<file path="config.mk">
export PLATFORM = sky130hd
export DESIGN_NAME = tmq_ram
export DESIGN_NICKNAME = d
export VERILOG_FILES = /design/src/hdl/tmq_ram.sv
export SDC_FILE = /design/constraint.sdc
export NUM_CORES = 1
export LEC_CHECK = 0
export BUFFER_PORTS_ARGS = -buffer_cell sky130_fd_sc_hd__buf_2
export CORE_MARGIN = 2
export CORE_UTILIZATION = 50
export CTS_BUF_LIST = sky130_fd_sc_hd__clkbuf_2
export DETAILED_ROUTE_END_ITERATION = 10
export MAX_ROUTING_LAYER = met4
export PLACE_DENSITY_LB_ADDON = 0.25
export REMOVE_ABC_BUFFERS = 1
export SYNTH_ARGS = -nofsm -noshare
export SYNTH_HDL_FRONTEND = slang
export SYNTH_SLANG_ARGS = --single-unit
</file>
<file path="constraint.sdc">
create_clock -name clk -period 1.7 [get_ports clk]
set_clock_uncertainty 0.2 [all_clocks]
set_input_delay 0.34 -clock clk [delete_from_list [all_inputs] [get_ports clk]]
set_output_delay 0.34 -clock clk [all_outputs]
set_load 0.02 [all_outputs]
</file>
<file path="src/hdl/tmq_ram.sv">
// Generic simple dual-port RAM, one write and one registered read port.
// No dependencies.
module tmq_ram #(
	parameter int WIDTH = 8,
	parameter int DEPTH = 2,
	localparam int AW = (DEPTH > 1) ? $clog2(DEPTH) : 1
) (
	input  logic             clk,
	input  logic             we,
	input  logic [AW-1:0]    waddr,
	input  logic [WIDTH-1:0] wdata,
	input  logic [AW-1:0]    raddr,
	output logic [WIDTH-1:0] rdata
);

	logic [WIDTH-1:0] mem [DEPTH];

	always_ff @(posedge clk) begin
		if (we)
			mem[waddr] <= wdata;
		rdata <= mem[raddr];
	end

endmodule

</file>
==> impl_metrics.py, run 1 <==
metrics = {
    "detailed_routing": {
        "vias_per_cell": 4.759,
        "drt_pass1_iterations": 2,
        "final_antenna_net_count": 0,
        "routed_wl_um": 947,
        "drt_iter0_drc": 4,
        "drc": 0,
        "num_vias": 395,
        "wl_per_cell_um": 11.41,
    },
    "die": {
        "std_cell_rows": 14,
        "io_pins": 20,
        "dieHeight_um": 43.61,
        "start_util": 0.5269,
        "fp.dieW_um": 43.61,
        "core_area_mm2": 0.001489,
        "fp.dieArea_mm2": 0.001902,
    },
    "synth": {
        "yosysTopAreaCellShare": 0.6124,
        "ys_seq_area_frac": 0.8166,
        "synth_top_area_cell": "edfxtp_1",
        "syn-cell-area_um2": 784.5,
        "synth_cells": 35,
        "yosysWarnings": 0,
        "synth.distinct_cells": 6,
        "synth_area_leaders": "edfxtp_1, dfxtp_1, mux2_4",
        "ys_seq_elements": 24,
        "avgSynthCellArea_um2": 22.41,
    },
    "sta": {
        "whs_ns": 0.2503,
        "setup_tns_ns": 0,
        "slew_headroom": 0.7755,
        "clock.fmax_ghz": 0.7385,
        "setup_viol": 0,
        "hold_viol": 0,
        "fin_crit_ns": 1.354,
        "rsz0062_at_grt": "no",
        "min_period_over_period": 0.7965,
        "worst_slew_pin_slew_ns": 0.3368,
        "drv_slew": 0,
    },
    "clock_network": {
        "clk-insertion-delay-late_ns": 0.31,
        "clk_pin_slew_ns": 0.20,
        "cts_buffers": 3,
        "clock_sinks": 24,
        "root_buffer": "clkbuf_2",
        "cts_tree": "yes",
        "cts_buffer_depth": 2,
        "htree_levels": 1,
        "cts_resized": 0,
    },
    "critical_path": {
        "crit_fanout": 1,
        "reg2reg_slack_ns": 0.72,
        "worstRegToRegCells": 1,
        "critPathKind": "reg -> out",
        "path_buf_inv": 1,
        "end_kind": "primary output",
        "cpPeakStageDelay_ns": 0.35,
        "worstPathCellList": "buf_2",
        "rr_startpoint": "mem[0][5]",
        "path_delay_family": "flip-flops",
        "r2r-end": "rdata[5]",
        "startpoint_type": "flip-flop",
        "slowest_stage": "dfxtp_1",
        "worstPathRequired_ns": 1.16,
        "arrival_ns": 0.81,
    },
    "min_path": {
        "hp-class": "in -> reg",
        "hold_depth": 2,
        "hold_start": "raddr",
        "hold_end": "rdata[1]",
    },
    "power": {
        "p_leak_nw": 0.4207,
        "vdd_drop_max_mv": 0.6029,
        "power_density_mw_per_mm2": 986.9,
    },
    "global_routing": {
        "grt-ovfl-total": 0,
        "grt_pass1_vias": 359,
        "grt_pass1_wl_um": 1462,
        "gr-usage-all-layers": 0.1196,
        "grt_max_degree": 14,
        "antenna_found_initial": 0,
    },
    "outcome": {
        "status": "completed",
    },
    "layout": {
        "fin_util": 0.6731,
        "drive_gt1_frac": 0.4776,
        "areaGrowthSynthToFinish_pct": 27.75,
        "fin_nets": 80,
        "num_antenna_cells": 0,
        "nFillCells": 100,
    },
    "placed_design": {
        "gp_congestion": 0.6444,
        "numPortBuffers": 19,
        "hpwl_um": 599.7,
    },
    "flow_run": {
        "cap_violations": 0,
    },
}
cells in the mapped netlist:
cell type,n
nor2b_1,1
buf_6,1
and2_1,1
dfxtp_1,8
edfxtp_1,16
mux2_4,8
layout make-up:
class / count / area, µm² / share of cell area
multi-input combinational: 10 / 132.6 / 0.1323
timing repair buffer: 29 / 190.2 / 0.1898
sequential: 24 / 640.6 / 0.6392
tap: 16 / 20.02 / 0.01998
clock inverter: 1 / 3.754 / 0.003745
clock buffer: 3 / 15.01 / 0.01498
layer usage:
layer,GRT usage,routed length [µm],vias to the layer above
li1,-,-,193
met3,0.05000,71,4
met5,-,0,-
met4,0.07273,18,0
met1,0.1229,374,180
met2,0.1882,482,18
layout by cell type (no fill, tap or decap):
cell and count:
nor2b_1 1, clkinv_1 1, clkbuf_2 3, dfxtp_1 8, buf_4 2, and2_1 1, mux2_4 8, buf_2 19
edfxtp_1 16, dlygate4sd3_1 8
flip-flops by register name, summed over array words and instances (netlist names):
signal,count
rdata,8
mem,16
worst max path at each step:
stage,from,end,slack (ns),cells past startpoint
3_5_place_dp,waddr,mem[1][6],0.39,2
3_3_place_gp,waddr,mem[1][6],0.41,2
5_1_grt,rdata[2],rdata[2],0.27,1
2_1_floorplan,we,mem[0][0],0.37,1
4_1_cts,rdata[1],rdata[1],0.33,1
6_report,rdata[2],rdata[2],0.35,1
repair_timing:
item	4_1_cts	5_1_grt
hold buffers	8	0
setup buffers	0	0
hold endpoints to repair	16	0
cells by family after synthesis:
| logic type | Yosys count | share of synthesized area |
|---|---|---|
| flops | 24 | 0.8166 |
| simple gates | 2 | 0.01596 |
| mux | 8 | 0.1531 |
| buf+inv | 1 | 0.01435 |
power by group:
group | internal (mW) | switching (mW)
combinational | 0.0618 | 0.0519
clock | 0.0512 | 0.147
sequential | 0.668 | 0.00905
total | 0.781 | 0.208
stage by stage:
step           area [µm²]  power [mW]  setup WS [ns]  cells
3_5_place_dp        903.4      0.7907         0.3893     71
3_3_place_gp        903.4      0.7890         0.4081     71
6_report             1002      0.9890         0.3459     83
5_1_grt              1002       1.031         0.2740     83
2_1_floorplan       773.2      0.7475         0.3666     34
4_1_cts              1002      0.9959         0.3325     83
(Power assumes the default switching activity.)
==> run 2: changes to the inputs <==
==> constraint.sdc (replaced) <==
create_clock -name clk -period 1.3 [get_ports clk]
set_clock_uncertainty 0.2 [all_clocks]
set_input_delay 0.26 -clock clk [delete_from_list [all_inputs] [get_ports clk]]
set_output_delay 0.26 -clock clk [all_outputs]
set_load 0.02 [all_outputs]
==> run 2 against run 1 <==
  * Register-to-register slack worse by 0.39 ns
  * Hold slack got worse by 0.11 ns
  * Critical path depth did not move
  * Die area unchanged
  * Cell area rose by 5.2%
  * Clock power rose by 41%
  * Cell count fell by 1.2%
  * Utilization is 3.5 points higher
  * Non-clock buffer count fell by 1
  * Sequential share of layout area fell by 2.2 points
  * Routed wire length grew 7.1%
  * Via count down 3.0%
  * Critical endpoint is now rdata[3]
  * Largest cell class unchanged
==> impl_metrics.py, run 2 (synthesis gave the netlist of run 1 again) <==
metrics = {
    "global_routing": {
        "antenna_found_initial": 0,
        "busiest_layer": "met2",
        "grt-ovfl-total": 0,
        "grt_use_met2": 0.2235,
        "use_met1": 0.1420,
        "met3_usage": 0.02500,
        "grt_pass1_wl_um": 1683,
        "grt_pass1_vias": 405,
        "gr-usage-all-layers": 0.1340,
        "grt_max_degree": 14,
    },
    "power": {
        "p_leak_nw": 0.4325,
        "seqPwrFrac": 0.665,
        "vdd_drop_max_mv": 0.8469,
        "p_int_mw": 1.051,
        "clkPwrFrac": 0.207,
        "p_sw_frac": 0.2212,
        "power_density_mw_per_mm2": 1279,
        "p_sw_mw": 0.2985,
        "comb_power_share": 0.128,
    },
    "layout": {
        "num_antenna_cells": 0,
        "nFillCells": 96,
        "mostFrequentLayoutCells": "edfxtp_1, buf_2",
        "fin_nets": 79,
        "largest-register": "mem",
        "drive_gt1_frac": 0.5909,
        "largest_reg_flops": 16,
        "top_regs": "mem (16), rdata (8)",
        "areaGrowthSynthToFinish_pct": 34.45,
        "final_common_cell": "edfxtp_1",
    },
    "critical_path": {
        "worstPathCellList": "buf_6",
        "end_kind": "primary output",
        "rr_startpoint": "mem[0][2]",
        "slowest_stage": "dfxtp_2",
        "arrival_ns": 0.82,
        "worstRegToRegCells": 1,
        "worstPathRequired_ns": 0.84,
        "path_buf_inv": 1,
        "crit_fanout": 1,
        "crit_start": "rdata[3]",
        "path_delay_family": "flip-flops",
        "cpPeakStageDelay_ns": 0.36,
        "r2r-end": "rdata[2]",
        "startpoint_type": "flip-flop",
        "reg2reg_slack_ns": 0.33,
        "critPathKind": "reg -> out",
    },
    "sta": {
        "timing.final.ws_setup_ns": 0.02070,
        "clock.fmax_ghz": 0.7817,
        "setup_tns_ns": 0,
        "worst_slew_pin_slew_ns": 0.3526,
        "min_period_over_period": 0.9841,
        "hold_viol": 0,
        "setup_viol": 0,
        "slew_headroom": 0.7650,
        "drv_slew": 0,
        "rsz0062_at_grt": "yes",
        "fin_crit_ns": 1.279,
    },
    "placed_design": {
        "gp_congestion": 0.6750,
        "post-place-ws_ns": 0.06483,
        "numPortBuffers": 19,
    },
    "clock_network": {
        "cts_tree": "yes",
        "clk_pin_slew_ns": 0.20,
        "clk-insertion-delay-late_ns": 0.34,
        "post-cts-setup-buffers": 0,
        "cts_buffers": 3,
        "clock_sinks": 24,
        "htree_levels": 1,
        "cts_buffer_depth": 2,
        "root_buffer": "clkbuf_2",
    },
    "min_path": {
        "hold_end": "rdata[6]",
        "hold_depth": 2,
        "hold_start": "raddr",
        "hp-class": "in -> reg",
    },
    "die": {
        "fp.dieArea_mm2": 0.001902,
        "dieHeight_um": 43.61,
        "core_area_mm2": 0.001489,
        "fp.dieW_um": 43.61,
        "io_pins": 20,
        "start_util": 0.5269,
        "std_cell_rows": 14,
    },
    "detailed_routing": {
        "drt_pass1_iterations": 4,
        "routed_wl_um": 1014,
        "vias_per_cell": 4.671,
        "drc": 0,
        "num_vias": 383,
        "wl_per_cell_um": 12.37,
        "drt_iter0_drc": 4,
        "final_antenna_net_count": 0,
    },
    "flow_run": {
        "cap_violations": 0,
    },
    "outcome": {
        "status": "completed",
    },
}
==> run 2: cell count changes in the layout (fill, tap and decap cells not counted) <==
cell / before / now
buf_2: 19 / 11
dfxtp_2: 0 / 8
buf_6: 0 / 8
buf_4: 2 / 1
dfxtp_1: 8 / 0
==> run 2: through the flow <==
stage                     area [µm²]  utilization  total power, mW  instances  hold slack, ns
after floorplan                773.2            -           0.9774         34          0.1589
after global routing            1055       0.7084            1.397         82          0.1258
after global placement         895.9       0.6017            1.030         70          0.2496
after CTS                       1016       0.6824            1.330         82          0.1335
final                           1055       0.7084            1.349         82          0.1414
after detailed placement       895.9       0.6017            1.034         70          0.2514
==> run 2: worst max-delay path by stage <==
stage	end	slack [ns]	depth (start not counted)
3_3_place_gp	mem[1][6]	0.09	2
3_5_place_dp	mem[1][6]	0.06	2
4_1_cts	rdata[4]	0.0004	1
5_1_grt	rdata[3]	-0.02	1
2_1_floorplan	mem[0][0]	0.05	1
6_report	rdata[3]	0.02	1
==> run 2: repair_timing <==
action,CTS,global route
hold buffers,8,0
endpoints found under the hold margin,16,0
endpoints found under the setup margin,5,8
resized for setup,8,16
==> run 2: cell type report <==
| type | instances | area [µm²] | share of cell area |
|---|---|---|---|
| repair buffers | 28 | 232.7 | 0.2206 |
| well taps | 16 | 20.02 | 0.01898 |
| multi-input cells | 10 | 132.6 | 0.1257 |
| clock inverters | 1 | 3.754 | 0.003559 |
| flip-flops and latches | 24 | 650.6 | 0.6168 |
| clock buffers | 3 | 15.01 | 0.01423 |
==> run 2: power by group through the flow <==
stage	Clock, mW	Sequential, mW	Combinational [mW]
floorplan	0	0.933	0.0445
global route	0.311	0.902	0.185
global placement	0	0.902	0.127
CTS	0.282	0.890	0.158
detailed placement	0	0.905	0.129
finish	0.279	0.897	0.173
==> run 2: per-layer routing <==
layer / part of all wire / vias to the layer above / wire length (µm)
li1: - / 190 / -
met1: 0.40 / 176 / 407
met2: 0.53 / 15 / 539
met3: 0.042 / 2 / 43
met4: 0.024 / 0 / 24
met5: 0 / - / 0
