File: src/hdl/tmq_pkg.sv
// Shared types and constants for the tournament-tree min queue.
// No dependencies; tmq_if, tmq_cell and min_tournament_tree_queue use this package.
package tmq_pkg;

	localparam int KW = 32;
	localparam int IW = 12;
	localparam int CW = 13;
	localparam int LEVELS = 12;
	localparam int LEAF = LEVELS - 1;
	localparam int LVL_W = 4;
	localparam int CAPACITY = 4096;
	localparam logic [KW-1:0] KEY_EMPTY = '1;

	localparam logic [1:0] ACT_ADD = 2'd0;
	localparam logic [1:0] ACT_MIN = 2'd1;
	localparam logic [1:0] ACT_REM = 2'd2;
	localparam logic [1:0] ACT_DEC = 2'd3;

	localparam logic [1:0] ST_OK     = 2'd0;
	localparam logic [1:0] ST_FULL   = 2'd1;
	localparam logic [1:0] ST_EMPTY  = 2'd2;
	localparam logic [1:0] ST_BADIDX = 2'd3;

	localparam logic [1:0] OP_UP   = 2'd0;
	localparam logic [1:0] OP_DN   = 2'd1;
	localparam logic [1:0] OP_PEEK = 2'd2;

	// token walking the chain of level cells
	typedef struct packed {
		logic          vld;
		logic [1:0]    op;
		logic [IW-1:0] idx;
		logic [KW-1:0] val;
	} tok_t;

	// one level RAM access (pair of sibling keys per word)
	typedef struct packed {
		logic            we;
		logic [IW-1:0]   waddr;
		logic [2*KW-1:0] wdata;
		logic [IW-1:0]   raddr;
	} ram_req_t;

	function automatic tok_t mk_tok(logic [1:0] op, logic [IW-1:0] idx, logic [KW-1:0] val);
		tok_t t;
		t.vld = 1'b1;
		t.op  = op;
		t.idx = idx;
		t.val = val;
		return t;
	endfunction

endpackage

File: src/hdl/tmq_cell.sv
// One tree level: reads a sibling pair from its level RAM, updates or selects,
// and hands the token to the level above or below. Depends on tmq_pkg.
module tmq_cell import tmq_pkg::*; (
	input  logic            clk,
	input  logic            arst_n,
	input  logic [LVL_W-1:0] lvl,
	input  logic [CW-1:0]   cnt,
	input  tok_t            tin,
	input  logic [2*KW-1:0] rdata,
	output ram_req_t        ram,
	output tok_t            up_out,
	output tok_t            dn_out
);

	tok_t tok_s1, up_q, dn_q, up_d, dn_d;
	logic [IW-1:0] pa, lnode, rnode;
	logic [LVL_W-1:0] sh;
	logic [CW-1:0] lstart, rstart;
	logic [KW-1:0] lo, hi, ml, mr, sib;
	logic sel;

	always_comb begin
		ram.raddr = (tin.op == OP_DN) ? tin.idx : (tin.idx >> 1);
		pa = (tok_s1.op == OP_DN) ? tok_s1.idx : (tok_s1.idx >> 1);
		lnode = {pa[IW-2:0], 1'b0};
		rnode = {pa[IW-2:0], 1'b1};
		// a node is empty when its first leaf lies at or beyond the count
		sh = LVL_W'(LEAF) - lvl;
		lstart = {1'b0, lnode} << sh;
		rstart = {1'b0, rnode} << sh;
		lo = rdata[KW-1:0];
		hi = rdata[2*KW-1:KW];
		ml = (lstart >= cnt) ? KEY_EMPTY : lo;
		mr = (rstart >= cnt) ? KEY_EMPTY : hi;
		sib = tok_s1.idx[0] ? ml : mr;
		sel = !(ml <= mr);
		ram.we = tok_s1.vld && (tok_s1.op == OP_UP);
		ram.waddr = pa;
		ram.wdata = tok_s1.idx[0] ? {tok_s1.val, ml} : {mr, tok_s1.val};
		up_d = '0;
		dn_d = '0;
		if (tok_s1.vld) begin
			case (tok_s1.op)
				OP_UP: begin
					up_d = mk_tok(OP_UP, pa, (tok_s1.val < sib) ? tok_s1.val : sib);
				end
				OP_DN: begin
					dn_d = mk_tok(OP_DN, sel ? rnode : lnode, sel ? mr : ml);
				end
				OP_PEEK: begin
					dn_d = mk_tok(OP_PEEK, tok_s1.idx, tok_s1.idx[0] ? hi : lo);
				end
				default: begin
				end
			endcase
		end
	end

	always_ff @(posedge clk or negedge arst_n) begin
		if (!arst_n) begin
			tok_s1 <= '0;
			up_q <= '0;
			dn_q <= '0;
		end else begin
			tok_s1 <= tin;
			up_q <= up_d;
			dn_q <= dn_d;
		end
	end

	assign up_out = up_q;
	assign dn_out = dn_q;

endmodule
File: config.mk
export PLATFORM = sky130hd
export DESIGN_NAME = tmq_cell
export DESIGN_NICKNAME = d
export VERILOG_FILES = /design/src/hdl/tmq_pkg.sv /design/src/hdl/tmq_cell.sv
export SDC_FILE = /design/constraint.sdc
export NUM_CORES = 1
export LEC_CHECK = 0
export ABC_AREA = 0
export BUFFER_PORTS_ARGS = -buffer_cell sky130_fd_sc_hd__buf_2
export CORE_MARGIN = 3
export CORE_UTILIZATION = 52
export CTS_BUF_LIST = sky130_fd_sc_hd__clkbuf_16
export DETAILED_ROUTE_END_ITERATION = 8
export GPL_ROUTABILITY_DRIVEN = 0
export PLACE_DENSITY_LB_ADDON = 0.15
export RECOVER_POWER = 100
export SYNTH_ARGS = -nofsm -noshare
export SYNTH_HDL_FRONTEND = slang
export SYNTH_SLANG_ARGS = --single-unit
File: constraint.sdc
create_clock -name clk -period 6.8 [get_ports clk]
set_clock_uncertainty 0.1 [all_clocks]
set_input_delay 0 -clock clk [delete_from_list [all_inputs] [get_ports clk]]
set_output_delay 0 -clock clk [all_outputs]
set_load 0.01 [all_outputs]
==> results of run 1 <==
[flip-flops by register name (all words and copies together) (netlist names)]
signal / count
dn_out: 47
tok_s1: 47
up_out: 45
[final cells by class]
type	instances	share of cell area [%]
clock buffers	17	3.27
clock inverters	15	1.17
inverters	102	2.95
multi-input cells	775	42.2
flip-flops and latches	139	26.8
well taps	229	2.21
repair buffers	459	21.4
[cell families (layout without fill, tap and decap cells)]
logic type | after synthesis | in the layout
AO/OA/AOI/OAI | 292 | 292
AND/OR/NAND/NOR | 306 | 306
flip-flops | 139 | 139
other | 1 | 2
adder cells (fa/ha/maj) | 92 | 92
multiplexers | 83 | 83
buffers and inverters | 172 | 593
[per-layer routing]
metal  vias up  GRT usage, %  wire, µm
met3        72          5.02      2160
met5         -             0         0
met1      4530          37.6     12900
met4         0          11.6      1020
li1       4647             -         -
met2       424          50.4     15100
[cell usage in the layout, fill, tap and decap left out, types with 4 or more instances in the layout]
| master | Yosys | layout |
|---|---|---|
| a211oi_1 | 4 | 4 |
| nor3_1 | 33 | 33 |
| clkbuf_16 | 0 | 17 |
| o21ai_0 | 29 | 29 |
| dlygate4sd3_1 | 0 | 124 |
| mux2_4 | 29 | 4 |
| a22oi_1 | 4 | 4 |
| nand2b_1 | 5 | 5 |
| ha_1 | 91 | 91 |
| nand2_1 | 49 | 46 |
| inv_8 | 0 | 4 |
| a21o_1 | 47 | 47 |
| inv_1 | 101 | 101 |
| a21oi_1 | 111 | 111 |
| o31ai_1 | 33 | 33 |
| buf_2 | 0 | 123 |
| nand3_1 | 37 | 37 |
| dfrtp_1 | 139 | 138 |
| o21a_1 | 10 | 10 |
| mux2i_1 | 41 | 39 |
| mux2_2 | 13 | 13 |
| and2_0 | 0 | 5 |
| nand4_1 | 17 | 17 |
| mux2_1 | 0 | 25 |
| o22ai_2 | 29 | 29 |
| inv_6 | 0 | 4 |
| buf_4 | 3 | 16 |
| clkbuf_1 | 53 | 188 |
| nor2b_1 | 4 | 4 |
| nor2_1 | 138 | 138 |
[report_power, final]
part | internal [mW] | switching, mW
clock | 0.487 | 0.429
combinational | 0.408 | 0.565
sequential | 0.869 | 0.0268
total | 1.76 | 1.02
[through the flow]
step	hold slack [ns]	setup WS, ns	cell area (µm²)	utilization (%)
4_1_cts	0.000320	0.230	13300	73.3
5_1_grt	0.0273	0.00181	13000	71.6
6_report	0.00396	0.355	13000	71.6
3_5_place_dp	-0.0578	0.300	11500	63.3
3_3_place_gp	-0.0606	0.423	11500	63.3
2_1_floorplan	-0.396	0.860	9720	-
[cell usage after synthesis (4+ instances only)]
library cell / instances / share of area [%]
nand4_1: 17 / 1.1
o22ai_2: 29 / 3.7
nor3_1: 33 / 1.7
mux2i_1: 41 / 4.2
mux2_2: 13 / 1.5
nor2b_1: 4 / 0.26
a22oi_1: 4 / 0.31
nand2b_1: 5 / 0.32
nand2_1: 49 / 1.9
nand3_1: 37 / 1.9
a211oi_1: 4 / 0.31
dfrtp_1: 139 / 36
buf_1: 11 / 0.42
o21a_1: 10 / 0.77
a21o_1: 47 / 3.6
clkbuf_1: 53 / 2.0
o21ai_0: 29 / 1.5
ha_1: 91 / 12
nor2_1: 138 / 5.3
inv_1: 101 / 3.9
a21oi_1: 111 / 5.7
o31ai_1: 33 / 2.5
mux2_4: 29 / 4.5
and2_1: 8 / 0.52
[worst max path at each step]
stage / startpoint / end / slack (ns)
floorplan: tok_s1[45] / dn_out[11] / 0.86
global placement: tok_s1[45] / up_out[0] / 0.42
finish: tok_s1[45] / up_out[0] / 0.35
CTS: tok_s1[45] / dn_out[29] / 0.23
detailed placement: tok_s1[45] / dn_out[29] / 0.30
global route: tok_s1[45] / up_out[2] / 0.002
[worst max-delay path, delay by kind of cell (launching register included)]
kind,cells,cell delay (ns)
flip-flops,1,0.40
adder cells (fa/ha/maj),3,0.78
multiplexers,2,0.50
buffers and inverters,5,1.11
AND/OR/NAND/NOR,10,1.83
AO/OA/AOI/OAI,9,1.62
[repair_timing]
action / in CTS / in global routing
gates resized for setup: 0 / 7
hold endpoints to repair: 148 / 0
hold buffers: 124 / 0
setup endpoints to repair: 0 / 50
setup buffers: 0 / 3
==> impl_metrics.csv, run 1 <==
group,metric,value,unit
global_routing,grt_pass1_wl,47800,µm
synthesis,async_flop_share,100,%
clock_network,cts_buffers,17,
synthesis,synth_ff_type,"dfrtp_1",
route,drt-wirelength-per-cell,17.9,µm
setup_path,worstRegToRegCells,29,
min_path,hold_start,"rdata[37]",
power_and_ir_drop,p_per_area,214,nW/µm²
route,drt_iter0_drc,606,
setup_path,crit_required,7.03,ns
timing,hold_violations,0,
clock_network,cts_tree,"built",
power_and_ir_drop,p_leak,6.47,nW
floorplan,start_util,53.6,%
run_status,status,"complete, but fails checks",
power_and_ir_drop,power,2.79,mW
timing,setup_tns,0,ns
setup_path,slowest_delay,0.51,ns
finish,fin_cells,1736,
synthesis,syn_inst,1085,
floorplan,die_w,143,µm
setup_path,r2r_start,"tok_s1[45]",
timing,rsz0062_at_grt,"no",
synthesis,post_synth_num_cell_types,58,
timing,fin_crit,6.45,ns
finish,area_growth,33.7,%
global_routing,grt_pass1_vias,9394,
floorplan,coreArea,18100,µm²
clock_network,clock_path_buffers,2,
min_path,holdPathStages,4,
clock_network,clk_pin_slew,0.06,ns
placed_design,hpwl,21500,µm
setup_path,startpoint_type,"register",
setup_path,r2r_setup_slack,0.35,ns
route,drc,0,
finish,n_antenna_cell,0,
clock_network,clock-sinks,139,
setup_path,cpMaxStageDelayCell,"nor4_1",
setup_path,crit_arrival,6.68,ns
global_routing,grt_overflow,0,
route,drtPass1Iterations,5,
floorplan,row_count,49,
floorplan,ios,313,
job,maxCapViolCount,2,
min_path,hold_end,"dn_out[5]",
synthesis,synth_edf_count,0,
synthesis,synth_compound_area_share,20.9,%
timing,max_freq,155,MHz
min_path,hold_path.class,"in -> reg",
route,dr_total_vias,9673,
synthesis,synthXorXnorAreaFrac,0,%
global_routing,antenna_found_initial,0,
setup_path,cp_max_fo,32,
route,viasPerCell,5.57,
synthesis,yosysSeqAreaShare,35.8,%
route,detail-route-antenna-nets,0,
global_routing,grt_max_degree,195,
run_status,failed_checks,"capacitance limit, slew limit",
finish,seqCellArea,3480,µm²
synthesis,synth_seq_cells,139,
finish,num-fill-cells,1529,
synthesis,yosys.area_share.simple,14.2,%
power_and_ir_drop,peakVddDrop,0.000206,V
route,drt_wl_total,31100,µm
setup_path,crit_type,"reg -> reg",
floorplan,dieArea,20400,µm²
timing,period_share,94.8,%
timing,max_slew_margin,-151,%
finish,nNetsFinal,1715,
clock_network,cts.htree.levels,4,
timing,setup_violations,0,
synthesis,synth_top_family_by_area,"compound AO/OA/AOI/OAI gates",
timing,finalMaxSlewViolations,142,
placed_design,dp.cells,1577,
clock_network,cts_root_buf,"clkbuf_16",
floorplan,die_h,143,µm
synthesis,synth_fa_ha_area_share,11.9,%
placed_design,io_buffers,310,
finish,drive_gt1_share,15.9,%
setup_path,rr_endpoint,"up_out[0]",
setup_path,cp-end-kind,"register",
finish,multi_input_area,5490,µm²
timing,max_slew.worst_pin.slew,3.76,ns
synthesis,yosys_warnings,0,
synthesis,netlist_area,9720,µm²
synthesis,syn_area_per_cell,8.96,µm²
clock_network,clk_latency,0.43,ns
global_routing,track_usage,29.6,%
synthesis,synth_mux_area_share,10.2,%
Power figures use the tool's default switching activity.
==> run 2: changes to the inputs <==
Settings changed: BUFFER_PORTS_ARGS -buffer_cell sky130_fd_sc_hd__buf_2 to -buffer_cell sky130_fd_sc_hd__buf_4.
==> impl_metrics.csv, run 2 (same netlist as run 1, synthesis figures left out) <==
group,metric,value,unit
run_status,status,"complete, but fails checks",
run_status,failed_checks,"capacitance limit, slew limit",
setup_path,r2r_setup_slack,0.32,ns
power_and_ir_drop,p_comb_share,36.8,%
placed_design,dp.cells,1577,
floorplan,start_util,53.6,%
route,dr_total_vias,10100,
placed_design,io_buffers,310,
finish,fin_area,13600,µm²
power_and_ir_drop,p_leak,6.72,nW
clock_network,cts_root_buf,"clkbuf_16",
global_routing,grt_overflow,0,
finish,fin_cells,1743,
timing,period_share,95.3,%
timing,max_freq,154,MHz
setup_path,cp-end-kind,"register",
finish,area_growth,39.5,%
power_and_ir_drop,p_per_area,216,nW/µm²
finish,num-fill-cells,1446,
floorplan,ios,313,
clock_network,clk_pin_slew,0.07,ns
route,viasPerCell,5.77,
route,drc,0,
placed_design,hpwl,22200,µm
power_and_ir_drop,p_int,1.85,mW
global_routing,antenna_found_initial,0,
finish,nNetsFinal,1722,
setup_path,cp_max_fo,25,
floorplan,dieArea,20400,µm²
timing,max_slew.worst_pin.slew,3.75,ns
global_routing,grt_pass1_vias,9953,
setup_path,crit_arrival,6.68,ns
setup_path,crit_type,"reg -> reg",
floorplan,coreArea,18100,µm²
floorplan,die_h,143,µm
clock_network,clock_path_buffers,2,
timing,hold_violations,0,
power_and_ir_drop,peakVddDrop,0.000168,V
finish,final_cell_mix,"clkbuf_1 (183), dfrtp_1 (138), nor2_1 (136)",
clock_network,clk_latency,0.44,ns
finish,finish.utilization,74.7,%
clock_network,cts_buffers,17,
timing,max_slew_margin,-150,%
route,drt-wirelength-per-cell,19.1,µm
global_routing,grt_max_degree,195,
route,drt_wl_total,33300,µm
clock_network,cts.htree.levels,4,
clock_network,cts_tree,"built",
clock_network,clock-sinks,139,
min_path,hold_path.class,"in -> reg",
job,maxCapViolCount,3,
floorplan,row_count,49,
timing,setup_violations,0,
route,detail-route-antenna-nets,0,
finish,n_antenna_cell,0,
timing,finalMaxSlewViolations,185,
power_and_ir_drop,pwr-share-seq,30.6,%
finish,drive_gt1_share,18.0,%
route,drt_iter0_drc,731,
route,drtPass1Iterations,6,
timing,fin_crit,6.48,ns
setup_path,crit_required,7.00,ns
global_routing,grt_pass1_wl,50600,µm
power_and_ir_drop,power.switching,1.07,mW
placed_design,place_area,12300,µm²
power_and_ir_drop,switching_share,36.7,%
setup_path,startpoint_type,"register",
finish,layout_commonest_cell,"clkbuf_1",
timing,whs,0.0118,ns
global_routing,track_usage,31.3,%
power_and_ir_drop,p_clk_share,32.5,%
setup_path,cpMaxStageDelayCell,"dfrtp_1",
setup_path,slowest_delay,0.41,ns
floorplan,die_w,143,µm
==> run 2: routing by layer <==
layer / share of wire [%] / wire [µm] / vias to the layer above / GRT usage, %
met2: 49 / 16300 / 542 / 53.3
li1: - / - / 4663 / -
met4: 3.8 / 1270 / 0 / 12.7
met3: 7.7 / 2550 / 105 / 7.00
met5: 0 / 0 / - / 0
met1: 39 / 13100 / 4744 / 38.4
==> run 2: metrics by stage <==
stage	setup slack [ns]	TNS, ns	total power [mW]
4_1_cts	0.0947	0	2.95
3_3_place_gp	0.357	0	1.91
3_5_place_dp	0.316	0	1.93
6_report	0.320	0	2.93
5_1_grt	-0.0129	-0.0225	3.07
2_1_floorplan	0.860	0	1.56
==> run 2: final timing paths <==
check,start,endpoint,cells after the start
max,tok_s1[45],up_out[3],31
min,rdata[53],dn_out[21],4
max reg2reg,tok_s1[45],up_out[3],31
min reg2reg,tok_s1[46],dn_out[45],1
min in group asynchronous,arst_n,tok_s1[10],2
max in group asynchronous,arst_n,tok_s1[32],3
==> run 2: area by class of cell <==
| cell class | count | area (µm²) | share of cell area (%) |
|---|---|---|---|
| inverters | 102 | 383 | 2.82 |
| well taps | 229 | 287 | 2.11 |
| clock inverters | 15 | 189 | 1.39 |
| repair buffers | 466 | 3200 | 23.6 |
| multi-input cells | 775 | 5590 | 41.2 |
| flip-flops and latches | 139 | 3480 | 25.7 |
| clock buffers | 17 | 425 | 3.14 |
==> run 2: power by group through the flow <==
stage | clock network (mW) | registers (mW) | logic [mW]
after floorplan | 0 | 0.917 | 0.638
after global placement | 0 | 0.910 | 1.00
after detailed placement | 0 | 0.911 | 1.02
after CTS | 0.960 | 0.895 | 1.09
after global routing | 1.00 | 0.900 | 1.17
final | 0.952 | 0.896 | 1.08
==> run 2: repair_timing <==
| action | 4_1_cts | 5_1_grt |
|---|---|---|
| resized for setup | 0 | 17 |
| endpoints found under the setup margin | 0 | 57 |
| hold buffers | 129 | 0 |
| hold endpoints to repair | 142 | 0 |
| buffers inserted | 0 | 3 |
==> run 2: worst max-delay path: cells and delay by family, from the launching register on <==
family | cells | cell delay [ns]
fa+ha+maj | 3 | 0.69
compound gates | 11 | 2.31
mux | 1 | 0.26
simple gates | 9 | 1.41
flops | 1 | 0.41
buf+inv | 7 | 1.14
==> run 3: changes to the inputs <==
--- a/config.mk
+++ b/config.mk
@@ -6,5 +6,6 @@
 export NUM_CORES = 1
 export LEC_CHECK = 0
-export ABC_AREA = 0
+export ABC_AREA = 1
+export ABC_CLOCK_PERIOD_IN_PS = 6800
 export BUFFER_PORTS_ARGS = -buffer_cell sky130_fd_sc_hd__buf_4
 export CORE_MARGIN = 3
==> constraint.sdc (replaced) <==
create_clock -name clk -period 6.8 [get_ports clk]
set_clock_uncertainty 0.1 [all_clocks]
set_input_delay 0.68 -clock clk [delete_from_list [all_inputs] [get_ports clk]]
set_output_delay 0.68 -clock clk [all_outputs]
set_load 0.01 [all_outputs]
==> impl_metrics.csv, run 3 <==
group,metric,value,unit
timing,fin_crit,6.34,ns
synthesis,yosys_warnings,0,
setup_path,crit_top_cell,"inv_1",
synthesis,synth_edf_count,0,
route,drt-wirelength-per-cell,17.7,µm
finish,nNetsFinal,1848,
synthesis,synth_ff_type,"dfrtp_1",
synthesis,synth_area_leader_cell,"dfrtp_1",
setup_path,cpMaxStageDelayCell,"buf_4",
power_and_ir_drop,p_leak,6.25,nW
clock_network,clock_path_buffers,2,
global_routing,track_usage,30.9,%
global_routing,antenna_found_initial,0,
clock_network,hold_buffers,0,
clock_network,clk_pin_slew,0.08,ns
route,viasPerCell,5.66,
timing,period_share,93.2,%
floorplan,row_count,49,
synthesis,synth.cells.most_frequent,"nand2_1 (247), inv_1 (169), nor2_1 (142)",
setup_path,worstRegToRegCells,28,
synthesis,post_synth_num_cell_types,41,
placed_design,io_buffers,310,
global_routing,grt_overflow,0,
synthesis,syn_area_per_cell,7.25,µm²
power_and_ir_drop,peakVddDrop,0.000186,V
global_routing,grt_max_degree,78,
timing,max_freq,158,MHz
floorplan,die_h,144,µm
route,drt_iter0_drc,951,
clock_network,cts.htree.levels,4,
synthesis,netlist_area,9870,µm²
floorplan,ios,313,
timing,setup_violations,0,
synthesis,synth.most_common_cell,"nand2_1",
floorplan,coreArea,18300,µm²
timing,rsz0062_at_grt,"no",
synthesis,async_flop_share,100,%
route,detail-route-antenna-nets,0,
finish,finish.utilization,67.8,%
power_and_ir_drop,power,2.78,mW
setup_path,startpoint_type,"register",
synthesis,synth_seq_cells,139,
clock_network,clock-sinks,139,
timing,finalMaxSlewViolations,187,
synthesis,ys_top_cells_by_area,"dfrtp_1 (35%), ha_1 (12%), nand2_1 (9.4%)",
run_status,status,"complete, but fails checks",
finish,final_cell_mix,"nand2_1 (246), inv_1 (169), buf_4 (154)",
floorplan,dieArea,20700,µm²
finish,drive_gt1_share,15.9,%
route,dr_total_vias,10600,
timing,setup_tns,0,ns
clock_network,cts_buffers,17,
setup_path,crit_type,"reg -> reg",
route,drtPass1Iterations,5,
min_path,hold_path.class,"in -> reg",
route,drc,0,
setup_path,crit_required,6.95,ns
synthesis,syn_inst,1361,
clock_network,clk_latency,0.43,ns
timing,max_slew_margin,-181,%
clock_network,cts_tree,"built",
finish,layout_commonest_cell,"nand2_1",
global_routing,grt_pass1_wl,50600,µm
power_and_ir_drop,p_per_area,224,nW/µm²
synthesis,synthDominantCellAreaShare,35.2,%
setup_path,cp-end-kind,"register",
timing,hold_violations,0,
placed_design,post-place-ws,0.325,ns
floorplan,start_util,53.8,%
route,drt_wl_total,33200,µm
finish,n_antenna_cell,0,
finish,area_growth,25.9,%
timing,fin_ws,0.460,ns
setup_path,crit_arrival,6.49,ns
clock_network,cts_root_buf,"clkbuf_16",
floorplan,die_w,144,µm
run_status,failed_checks,"capacitance limit, slew limit",
min_path,holdPathStages,1,
job,maxCapViolCount,3,
synthesis,yosysSeqAreaShare,35.2,%
setup_path,slowest_delay,0.46,ns
finish,num-fill-cells,1686,
timing,max_slew.worst_pin.slew,4.22,ns
global_routing,grt_pass1_vias,9669,
placed_design,hpwl,24200,µm
setup_path,cp_max_fo,36,
-- run 3: power breakdown --
group / leakage, nW / internal (mW) / switching, mW
combinational: 4.15 / 0.338 / 0.604
clock: 0.298 / 0.502 / 0.449
sequential: 1.81 / 0.866 / 0.0242
total: 6.25 / 1.71 / 1.08
-- run 3: cells by family (layout without fill, tap and decap cells) --
group,after synthesis,after routing,synth area share (%)
and+or+nand+nor,530,530,22.6
AOI/OAI and AO/OA,340,340,19.3
buffers and inverters,250,528,10.1
DFF,139,139,35.2
adders and majority gates,91,91,11.5
muxes,10,10,1.14
other,1,2,0.0380
-- run 3: per-stage QoR --
stage          std cells  hold slack [ns]  instance area, µm²
3_5_place_dp        1837            0.426               12300
2_1_floorplan       1362            0.284                9870
5_1_grt             1869            0.256               12400
4_1_cts             1869            0.203               12900
3_3_place_gp        1837            0.428               12300
6_report            1869            0.269               12400
-- run 3: worst paths after layout --
path,from,endpoint,slack (ns)
worst max-delay path,tok_s1[45],dn_out[18],0.46
worst min-delay path,tin[9],tok_s1[9],0.27
worst max register to register,tok_s1[45],dn_out[18],0.46
worst min register to register,tok_s1[46],dn_out[45],0.44
max in group asynchronous,arst_n,tok_s1[32],1.56
min in group asynchronous,arst_n,up_out[32],1.62
-- run 3: routing by layer --
metal / part of all wire [%] / track usage, % / vias to the layer above / wire (µm)
met5: 0 / 0 / - / 0
met4: 2.9 / 10.8 / 0 / 964
met3: 10 / 6.62 / 70 / 3350
met2: 47 / 50.0 / 596 / 15500
met1: 40 / 41.3 / 4901 / 13300
li1: - / - / 5019 / -
-- run 3: worst max-delay path: cells and delay by family (launching register included) --
kind / cells / cell delay (ns)
simple gates: 11 / 2.07
buf+inv: 7 / 1.30
compound gates: 7 / 1.27
fa+ha+maj: 3 / 1.00
flops: 1 / 0.40
-- run 3: area by class of cell --
type	instances	area (µm²)	area share (%)
multi-input combinational	973	5450	43.9
clock buffer	17	425	3.42
sequential	139	3480	28.0
inverter	174	656	5.28
tap	229	287	2.31
timing repair buffer	322	1940	15.6
clock inverter	15	189	1.52
-- run 3: what timing repair did --
item,4_1_cts,5_1_grt
gates resized for setup,0,7
setup endpoints to repair,0,61
buffers inserted,0,0
